==> src/hw/rtl/assert_macros.svh <==
// Assertion macros shared by the base64 encoder RTL.
`ifndef ASSERT_MACROS_SVH
`define ASSERT_MACROS_SVH
`ifndef SYNTHESIS
`define B64E_ASSERT(label, clk, rst_n, prop) \
    label: assert property (@(posedge clk) disable iff (!rst_n) prop) \
        else $error("assertion failed");
`define B64E_NEVER(label, clk, rst_n, cond) \
    label: assert property (@(posedge clk) disable iff (!rst_n) !(cond)) \
        else $error("forbidden condition seen");
`else
`define B64E_ASSERT(label, clk, rst_n, prop)
`define B64E_NEVER(label, clk, rst_n, cond)
`endif
`endif

==> src/hw/rtl/b64e_pkg.sv <==
// Types, constants and the symbol map for the base64 encoder.
package b64e_pkg;

    localparam int MAX_CHARS = 6;

    localparam logic [1:0] REG_CHAR_62  = 2'd0;
    localparam logic [1:0] REG_CHAR_63  = 2'd1;
    localparam logic [1:0] REG_PAD_EN   = 2'd2;
    localparam logic [1:0] REG_WRAP     = 2'd3;

    localparam logic [1:0] WRAP_64 = 2'd1;
    localparam logic [1:0] WRAP_76 = 2'd2;

    localparam logic [6:0] LINE_64  = 7'd64;
    localparam logic [6:0] LINE_76  = 7'd76;
    localparam logic [6:0] LINE_MAX = 7'd127;

    localparam logic [7:0] CHAR_CR  = 8'd13;
    localparam logic [7:0] CHAR_LF  = 8'd10;
    localparam logic [7:0] CHAR_PAD = 8'd61;

    typedef struct packed {
        logic [7:0] char_62;
        logic [7:0] char_63;
        logic       pad_en;
        logic [1:0] wrap_mode;
    } cfg_t;

    // One queued word group: characters go out from index 0 upward.
    typedef struct packed {
        logic [2:0]               count;
        logic [MAX_CHARS-1:0][7:0] chars;
    } job_t;

    function automatic logic [7:0] sym(input logic [5:0] v, input cfg_t cfg);
        logic [7:0] r;
        if (v < 6'd26)
            r = 8'h41 + {2'b00, v};
        else if (v < 6'd52)
            r = 8'h61 + {2'b00, v - 6'd26};
        else if (v < 6'd62)
            r = 8'h30 + {2'b00, v - 6'd52};
        else if (v == 6'd62)
            r = cfg.char_62;
        else
            r = cfg.char_63;
        return r;
    endfunction

endpackage

==> src/hw/rtl/b64e_front.sv <==
// Front end: takes input bytes, tracks group and line state, builds char groups.
module b64e_front (
    input  logic              clk,
    input  logic              rst_n,
    input  b64e_pkg::cfg_t    cfg,
    input  logic              in_valid,
    output logic              in_stall,
    input  logic [7:0]        data_byte,
    input  logic              last_byte,
    input  logic              q_full,
    output logic              push,
    output b64e_pkg::job_t    push_job
);
    import b64e_pkg::*;

    localparam logic [1:0] PH_0 = 2'd0;
    localparam logic [1:0] PH_1 = 2'd1;
    localparam logic [1:0] PH_2 = 2'd2;

    logic [1:0] phase_reg, phase_next;
    logic [5:0] carry_reg, carry_next;
    logic [6:0] line_reg, line_next;

    logic       wrap_due;
    logic [2:0] n;
    logic [1:0] inc;
    logic [6:0] lc;
    logic [7:0] lc_sum;
    job_t       job;

    assign in_stall = q_full;
    assign push     = in_valid && !q_full;
    assign push_job = job;

    always_comb
    begin
        wrap_due   = ((cfg.wrap_mode == WRAP_64) && (line_reg >= LINE_64)) ||
                     ((cfg.wrap_mode == WRAP_76) && (line_reg >= LINE_76));
        job        = '0;
        n          = 3'd0;
        inc        = 2'd1;
        lc         = line_reg;
        phase_next = PH_0;
        carry_next = 6'd0;

        if (wrap_due)
        begin
            job.chars[n] = CHAR_CR;
            n            = n + 3'd1;
            job.chars[n] = CHAR_LF;
            n            = n + 3'd1;
            lc           = 7'd0;
        end

        unique case (phase_reg)
            PH_1:
            begin
                job.chars[n] = sym(carry_reg | {2'b00, data_byte[7:4]}, cfg);
                n            = n + 3'd1;
                carry_next   = {data_byte[3:0], 2'b00};
                phase_next   = PH_2;
            end
            PH_2:
            begin
                job.chars[n] = sym(carry_reg | {4'd0, data_byte[7:6]}, cfg);
                n            = n + 3'd1;
                job.chars[n] = sym(data_byte[5:0], cfg);
                n            = n + 3'd1;
                inc          = 2'd2;
                carry_next   = 6'd0;
                phase_next   = PH_0;
            end
            default:
            begin
                // phase three never arises; handled like phase zero
                job.chars[n] = sym(data_byte[7:2], cfg);
                n            = n + 3'd1;
                carry_next   = {data_byte[1:0], 4'd0};
                phase_next   = PH_1;
            end
        endcase

        lc_sum    = {1'b0, lc} + {6'd0, inc};
        line_next = (lc_sum > {1'b0, LINE_MAX}) ? LINE_MAX : lc_sum[6:0];

        if (last_byte)
        begin
            // flush: no wrap check here, even on a full line
            if (phase_next != PH_0)
            begin
                job.chars[n] = sym(carry_next, cfg);
                n            = n + 3'd1;
                if (cfg.pad_en)
                begin
                    job.chars[n] = CHAR_PAD;
                    n            = n + 3'd1;
                    if (phase_next == PH_1)
                    begin
                        job.chars[n] = CHAR_PAD;
                        n            = n + 3'd1;
                    end
                end
            end
            phase_next = PH_0;
            carry_next = 6'd0;
            line_next  = 7'd0;
        end

        job.count = n;
    end

    always_ff @(posedge clk or negedge rst_n)
    begin
        if (!rst_n)
        begin
            phase_reg <= PH_0;
            carry_reg <= 6'd0;
            line_reg  <= 7'd0;
        end
        else if (push)
        begin
            phase_reg <= phase_next;
            carry_reg <= carry_next;
            line_reg  <= line_next;
        end
    end

endmodule

==> src/hw/rtl/b64e_queue.sv <==
// Small FIFO of char groups between front and back.
`include "assert_macros.svh"

module b64e_queue #(
    parameter int DEPTH = 2
) (
    input  logic           clk,
    input  logic           rst_n,
    input  logic           push,
    input  b64e_pkg::job_t push_job,
    input  logic           pop,
    output logic           q_valid,
    output logic           q_full,
    output b64e_pkg::job_t pop_job
);
    import b64e_pkg::*;

    localparam int AW = (DEPTH > 1) ? $clog2(DEPTH) : 1;
    localparam int CW = $clog2(DEPTH + 1);
    localparam logic [AW-1:0] LAST_PTR = AW'(DEPTH - 1);
    localparam logic [CW-1:0] FULL_CNT = CW'(DEPTH);

    job_t          mem_reg [DEPTH];
    logic [AW-1:0] wr_ptr_reg, wr_ptr_next;
    logic [AW-1:0] rd_ptr_reg, rd_ptr_next;
    logic [CW-1:0] cnt_reg, cnt_next;

    assign q_valid = (cnt_reg != '0);
    assign q_full  = (cnt_reg == FULL_CNT);
    assign pop_job = mem_reg[rd_ptr_reg];

    always_comb
    begin
        wr_ptr_next = (wr_ptr_reg == LAST_PTR) ? '0 : wr_ptr_reg + 1'b1;
        rd_ptr_next = (rd_ptr_reg == LAST_PTR) ? '0 : rd_ptr_reg + 1'b1;
        cnt_next    = cnt_reg;
        if (push && !pop)
            cnt_next = cnt_reg + 1'b1;
        else if (pop && !push)
            cnt_next = cnt_reg - 1'b1;
    end

    always_ff @(posedge clk)
    begin
        if (push)
            mem_reg[wr_ptr_reg] <= push_job;
    end

    always_ff @(posedge clk or negedge rst_n)
    begin
        if (!rst_n)
        begin
            wr_ptr_reg <= '0;
            rd_ptr_reg <= '0;
            cnt_reg    <= '0;
        end
        else
        begin
            if (push)
                wr_ptr_reg <= wr_ptr_next;
            if (pop)
                rd_ptr_reg <= rd_ptr_next;
            cnt_reg <= cnt_next;
        end
    end

    `B64E_NEVER(a_q_overflow, clk, rst_n, push && q_full)
    `B64E_NEVER(a_q_underflow, clk, rst_n, pop && !q_valid)
    `B64E_ASSERT(a_q_count_range, clk, rst_n, cnt_reg <= FULL_CNT)

endmodule

==> src/hw/rtl/b64e_back.sv <==
// Back end: streams queued char groups out one character per word.
`include "assert_macros.svh"

module b64e_back (
    input  logic           clk,
    input  logic           rst_n,
    input  logic           q_valid,
    input  b64e_pkg::job_t pop_job,
    output logic           pop,
    output logic           out_valid,
    input  logic           out_stall,
    output logic [7:0]     out_char,
    output logic           run_end
);
    import b64e_pkg::*;

    job_t       cur_reg;
    logic       cur_valid_reg, cur_valid_next;
    logic [2:0] idx_reg, idx_next;
    logic       out_valid_reg;
    logic [7:0] out_char_reg;
    logic       run_end_reg;

    logic       load;
    logic       last_char;

    assign load      = !out_valid_reg || !out_stall;
    assign last_char = (idx_reg == cur_reg.count - 3'd1);
    assign pop       = q_valid && (!cur_valid_reg || (load && last_char));

    assign out_valid = out_valid_reg;
    assign out_char  = out_char_reg;
    assign run_end   = run_end_reg;

    always_comb
    begin
        cur_valid_next = cur_valid_reg;
        idx_next       = idx_reg;
        if (pop)
        begin
            cur_valid_next = 1'b1;
            idx_next       = 3'd0;
        end
        else if (cur_valid_reg && load)
        begin
            idx_next = idx_reg + 3'd1;
            if (last_char)
                cur_valid_next = 1'b0;
        end
    end

    always_ff @(posedge clk)
    begin
        if (pop)
            cur_reg <= pop_job;
        if (cur_valid_reg && load)
        begin
            out_char_reg <= cur_reg.chars[idx_reg];
            run_end_reg  <= last_char;
        end
    end

    always_ff @(posedge clk or negedge rst_n)
    begin
        if (!rst_n)
        begin
            cur_valid_reg <= 1'b0;
            idx_reg       <= 3'd0;
            out_valid_reg <= 1'b0;
        end
        else
        begin
            cur_valid_reg <= cur_valid_next;
            idx_reg       <= idx_next;
            if (load)
                out_valid_reg <= cur_valid_reg;
        end
    end

    `B64E_ASSERT(a_idx_in_group, clk, rst_n,
                 cur_valid_reg |-> (cur_reg.count != 3'd0 && idx_reg < cur_reg.count))
    `B64E_ASSERT(a_pop_when_free, clk, rst_n,
                 pop |-> (!cur_valid_reg || (load && last_char)))
    `B64E_ASSERT(a_run_end_marked, clk, rst_n,
                 (cur_valid_reg && load && last_char) |=> (out_valid_reg && run_end_reg))

endmodule

==> src/hw/rtl/base64_stream_encoder_top.sv <==
// Top level of the streaming base64 encoder with optional line wrap.
//
// Input channel: in_valid / in_stall carry one message byte per word
// (data_byte, last_byte marks the final byte of a message).
// Output channel: out_valid / out_stall carry one character per word
// (out_char, run_end marks the last character caused by one input byte).
// Config: cfg_we writes cfg_data into register cfg_index (0 char for 62,
// 1 char for 63, 2 pad enable, 3 wrap mode); write only while idle.
// The output port moves one character per cycle while out_stall is low;
// a byte yields one to six characters (about 1.33 on average plus CR LF at
// line ends and padding at message end), so the output port is the limit.
// A byte is taken every cycle while the group queue (QUEUE_DEPTH entries)
// has room, so in_stall rises only when the queue fills behind a slow or
// stalled receiver. A stalled character holds.
// Reset clears group phase, carried bits, line count, queue and output,
// and loads the config defaults ('+', '/', padding on, no wrap).
module base64_stream_encoder_top #(
    parameter int QUEUE_DEPTH = 2
) (
    input  logic       clk,
    input  logic       rst_n,
    input  logic       in_valid,
    output logic       in_stall,
    input  logic [7:0] data_byte,
    input  logic       last_byte,
    output logic       out_valid,
    input  logic       out_stall,
    output logic [7:0] out_char,
    output logic       run_end,
    input  logic       cfg_we,
    input  logic [1:0] cfg_index,
    input  logic [7:0] cfg_data
);
    import b64e_pkg::*;

    cfg_t cfg_reg;
    job_t push_job;
    job_t pop_job;
    logic push;
    logic pop;
    logic q_valid;
    logic q_full;

    always_ff @(posedge clk or negedge rst_n)
    begin
        if (!rst_n)
        begin
            cfg_reg.char_62   <= 8'd43;
            cfg_reg.char_63   <= 8'd47;
            cfg_reg.pad_en    <= 1'b1;
            cfg_reg.wrap_mode <= 2'd0;
        end
        else if (cfg_we)
        begin
            unique case (cfg_index)
                REG_CHAR_62: cfg_reg.char_62   <= cfg_data;
                REG_CHAR_63: cfg_reg.char_63   <= cfg_data;
                REG_PAD_EN:  cfg_reg.pad_en    <= cfg_data[0];
                REG_WRAP:    cfg_reg.wrap_mode <= cfg_data[1:0];
                default:     cfg_reg.pad_en    <= cfg_reg.pad_en;
            endcase
        end
    end

    b64e_front u_front (
        .clk       (clk),
        .rst_n     (rst_n),
        .cfg       (cfg_reg),
        .in_valid  (in_valid),
        .in_stall  (in_stall),
        .data_byte (data_byte),
        .last_byte (last_byte),
        .q_full    (q_full),
        .push      (push),
        .push_job  (push_job)
    );

    b64e_queue #(
        .DEPTH (QUEUE_DEPTH)
    ) u_queue (
        .clk      (clk),
        .rst_n    (rst_n),
        .push     (push),
        .push_job (push_job),
        .pop      (pop),
        .q_valid  (q_valid),
        .q_full   (q_full),
        .pop_job  (pop_job)
    );

    b64e_back u_back (
        .clk       (clk),
        .rst_n     (rst_n),
        .q_valid   (q_valid),
        .pop_job   (pop_job),
        .pop       (pop),
        .out_valid (out_valid),
        .out_stall (out_stall),
        .out_char  (out_char),
        .run_end   (run_end)
    );

endmodule
==> config.mk <==
export PLATFORM = sky130hd
export DESIGN_NAME = base64_stream_encoder_top
export DESIGN_NICKNAME = d
export VERILOG_FILES = /design/src/hw/rtl/b64e_pkg.sv /design/src/hw/rtl/b64e_front.sv /design/src/hw/rtl/b64e_queue.sv /design/src/hw/rtl/b64e_back.sv /design/src/hw/rtl/base64_stream_encoder_top.sv
export VERILOG_INCLUDE_DIRS = /design/src /design/src/hw/rtl
export SDC_FILE = /design/constraint.sdc
export NUM_CORES = 1
export LEC_CHECK = 0
export BUFFER_PORTS_ARGS = -buffer_cell sky130_fd_sc_hd__buf_2
export CORE_MARGIN = 4
export CORE_UTILIZATION = 46
export DETAILED_ROUTE_END_ITERATION = 10
export SETUP_SLACK_MARGIN = 0.05
export SLEW_MARGIN = 0
export SYNTH_ARGS = -nofsm -noshare
export SYNTH_HDL_FRONTEND = slang
export SYNTH_SLANG_ARGS = --single-unit
==> constraint.sdc <==
create_clock -name clk -period 3.5 [get_ports clk]
set_input_delay 0.525 -clock clk [delete_from_list [all_inputs] [get_ports clk]]
set_output_delay 0.525 -clock clk [all_outputs]
set_load 0.005 [all_outputs]
==> load_flow_metrics.sql <==
INSERT INTO impl_metrics (metric_group, metric, value, unit) VALUES
('run_status', 'run_status', 'complete, no violations', ''),
('floorplan', 'floorplan.die_area', '28700', 'µm²'),
('yosys', 'yosys_most_used_dff', 'edfxtp_1', ''),
('detailed_routing', 'detailedRoute.firstPassIterationCount', '8', ''),
('layout', 'layout_common_cells', 'edfxtp_1 (162), mux2_2 (80), nand2_1 (80), a21oi_1 (55), nor2_1 (55)', ''),
('global_route', 'grt_first_pass_wirelength', '49.1', 'mm'),
('layout', 'most_frequent_standard_cell_in_the_layout_excluding_fill_and_tap_cells', 'edfxtp_1', ''),
('worst_setup_path', 'worst_path_most_repeated_cell', 'a21oi_1', ''),
('clock_tree', 'clockRootBuffer', 'clkbuf_16', ''),
('worst_setup_path', 'cp_top_family', 'compound AO/OA/AOI/OAI gates', ''),
('detailed_routing', 'detail_routed_via_count_per_cell', '5.98', ''),
('yosys', 'syn_nets', '1137', ''),
('power', 'ir_worst_vdd', '0.000911', 'V'),
('global_route', 'maximum_number_of_pins_on_one_net_before_global_route_repair', '53', ''),
('yosys', 'compound_gate_portion_of_the_synthesized_area', '14.6', '%'),
('worst_setup_path', 'rr_endpoint', 'u_queue.mem_reg[1][21]', ''),
('layout', 'largest_register_ff_count', '102', ''),
('layout', 'flow.area_growth_from_synthesis', '12.0', '%'),
('yosys', 'dominant_combinational_cell_family_by_area_after_synthesis', 'compound AO/OA/AOI/OAI gates', ''),
('detailed_routing', 'detailroute.via_count', '8706', ''),
('layout', 'post_route_cells_drive_above_1_share', '22.6', '%'),
('floorplan', 'die_w', '169', 'µm'),
('clock_tree', 'tritoncts', 'built', ''),
('timing', 'fin_setup_tns', '0', 'ps'),
('worst_setup_path', 'critical_path.startpoint_type', 'flip-flop', ''),
('yosys', 'synthSimpleGateAreaFrac', '11.8', '%'),
('clock_tree', 'cts.sink_count', '203', ''),
('floorplan', 'top_level_ports', '35', ''),
('clock_tree', 'max-clock-path-buffers', '3', ''),
('worst_setup_path', 'path_cells', 'inv_1 > ha_1 > nor2b_1 > a21oi_1 > a21oi_1 > xnor2_1 > ha_1 > nor4_1 > a211o_1 > a21oi_1 > o31ai_1', ''),
('detailed_routing', 'remaining_drc_errors', '0', ''),
('yosys', 'number_of_synthesized_flops_with_an_enable_pin', '162', ''),
('layout', 'finish.cell_count_without_fillers', '1457', ''),
('timing', 'finalMaxSlewViolations', '0', ''),
('yosys', 'synth_adder_area_share', '5.29', '%'),
('place', 'place.detailed.hpwl', '23.1', 'mm'),
('clock_tree', 'cts_resized', '0', ''),
('timing', 'worst-slew-pin-transition', '947', 'ps'),
('global_route', 'grt_pass1_vias', '8426', ''),
('worst_setup_path', 'critical_path_arrival', '3410', 'ps'),
('floorplan', 'die_y', '169', 'µm'),
('floorplan', 'core_area', '25400', 'µm²'),
('global_route', 'grtUsageTotal', '21.7', '%'),
('global_route', 'overflow', '0', ''),
('timing', 'post-route-period-util', '88.8', '%'),
('yosys', 'mappedNetlistArea', '12000', 'µm²'),
('floorplan', 'core.rowCount', '58', ''),
('worst_setup_path', 'critical_path.max_fanout', '10', ''),
('yosys', 'yosysWarningCount', '0', ''),
('place', 'io_buffers', '34', ''),
('yosys', 'synth_seq_area_share', '49.3', '%'),
('worst_setup_path', 'slowest_stage', 'nor2b_1', ''),
('worst_setup_path', 'critical_path.max_stage_delay', '500', 'ps'),
('timing', 'fmax', '322', 'MHz'),
('layout', 'antenna_diode_count', '0', ''),
('power', 'power.static_leakage', '5.05', 'nW'),
('worst_setup_path', 'critical_path.endpoint_type', 'flip-flop', ''),
('timing', 'timing.final.setup_violations', '0', ''),
('detailed_routing', 'totalWireLength', '31.5', 'mm'),
('timing', 'period_needed', '3110', 'ps'),
('flow_run', 'maxCapViolations', '0', ''),
('clock_tree', 'worst_skew_pair.late_latency', '510', 'ps'),
('global_route', 'grt_antenna_before_repair', '0', ''),
('worst_setup_path', 'reg2regPathDepth', '11', ''),
('hold_path', 'hp-class', 'in -> async', ''),
('yosys', 'post_synthesis_mean_instance_area', '11.3', 'µm²'),
('yosys', 'async_flop_share', '20.2', '%'),
('timing', 'relSlewSlack', '36.9', '%'),
('floorplan', 'starting_utilization_of_the_core_area', '47.1', '%'),
('power', 'cellPowerDensity', '771', 'nW/µm²'),
('layout', 'final_core_util', '52.8', '%');
-- per-stage QoR --
step / hold slack, ps / power (W) / area [µm²] / worst slack, ps
detailed placement: 470 / 0.00805 / 12700 / 358
global route: 249 / 0.0109 / 13400 / 178
floorplan: 229 / 0.00673 / 12000 / -161
global placement: 452 / 0.00799 / 12700 / 332
finish: 165 / 0.0103 / 13400 / 391
CTS: 192 / 0.0104 / 13400 / 411
-- where the power goes --
group,switching (W),internal [W],leakage [nW]
clock network,0.000967,0.00135,0.375
registers,0.000326,0.00364,2.02
logic,0.00249,0.00156,2.66
total,0.00378,0.00655,5.05
-- routing by layer --
metal / up-vias / routed length [µm] / GRT usage [%]
li1: 4117 / - / -
met5: - / 0 / 0
met2: 262 / 14900 / 35.2
met1: 4282 / 14300 / 31.2
met4: 0 / 693 / 5.29
met3: 45 / 1710 / 2.94
-- how the worst max path moves through the flow --
stage,from,cells after the start,end
4_1_cts,u_front.phase_reg[0],11,u_queue.mem_reg[1][21]
6_report,u_front.phase_reg[0],11,u_queue.mem_reg[1][21]
2_1_floorplan,u_queue.cnt_reg[0],5,u_queue.mem_reg[0][0]
3_3_place_gp,data_byte[7],10,u_queue.mem_reg[0][4]
3_5_place_dp,data_byte[7],10,u_queue.mem_reg[1][20]
5_1_grt,u_front.phase_reg[0],11,u_queue.mem_reg[1][21]
-- cell type report --
class | instances | area [µm²]
sequential | 203 | 5900
fill | 2302 | 12000
multi-input combinational | 753 | 5650
timing repair buffer | 84 | 546
clock buffer | 26 | 618
inverter | 45 | 169
clock inverter | 16 | 114
tap | 330 | 413
-- cells in the mapped netlist, types with 8 or more instances --
master / number / area share [%]
edfxtp_1: 162 / 41
mux2_2: 80 / 7.5
nand2_1: 80 / 2.5
nor2_1: 57 / 1.8
a21oi_1: 55 / 2.3
ha_1: 49 / 5.1
o21ai_0: 41 / 1.7
xnor2_1: 38 / 2.8
inv_1: 37 / 1.2
clkbuf_1: 34 / 1.1
mux2i_1: 32 / 2.7
dfrtp_1: 31 / 6.5
nand3_1: 24 / 1.0
buf_2: 23 / 0.96
nand4_1: 17 / 0.89
o22ai_1: 17 / 0.89
a211oi_1: 16 / 1.0
nand2b_1: 16 / 0.84
nor2b_1: 16 / 0.84
nor3_1: 15 / 0.63
o31ai_1: 14 / 0.88
a31oi_1: 13 / 0.68
a21o_1: 12 / 0.75
o211ai_1: 12 / 0.75
xor2_1: 11 / 0.80
dfstp_2: 10 / 2.2
and3_1: 9 / 0.47
and2_1: 8 / 0.42
mux4_2: 8 / 1.5
-- kinds of logic after synthesis --
logic type / Yosys count
AOI/OAI and AO/OA: 253
adders and majority gates: 50
and+or+nand+nor: 281
xor gates and xnor gates: 49
buffers and inverters: 107
DFF: 203
muxes: 120
Note: power is estimated with default switching activity, not from simulation.
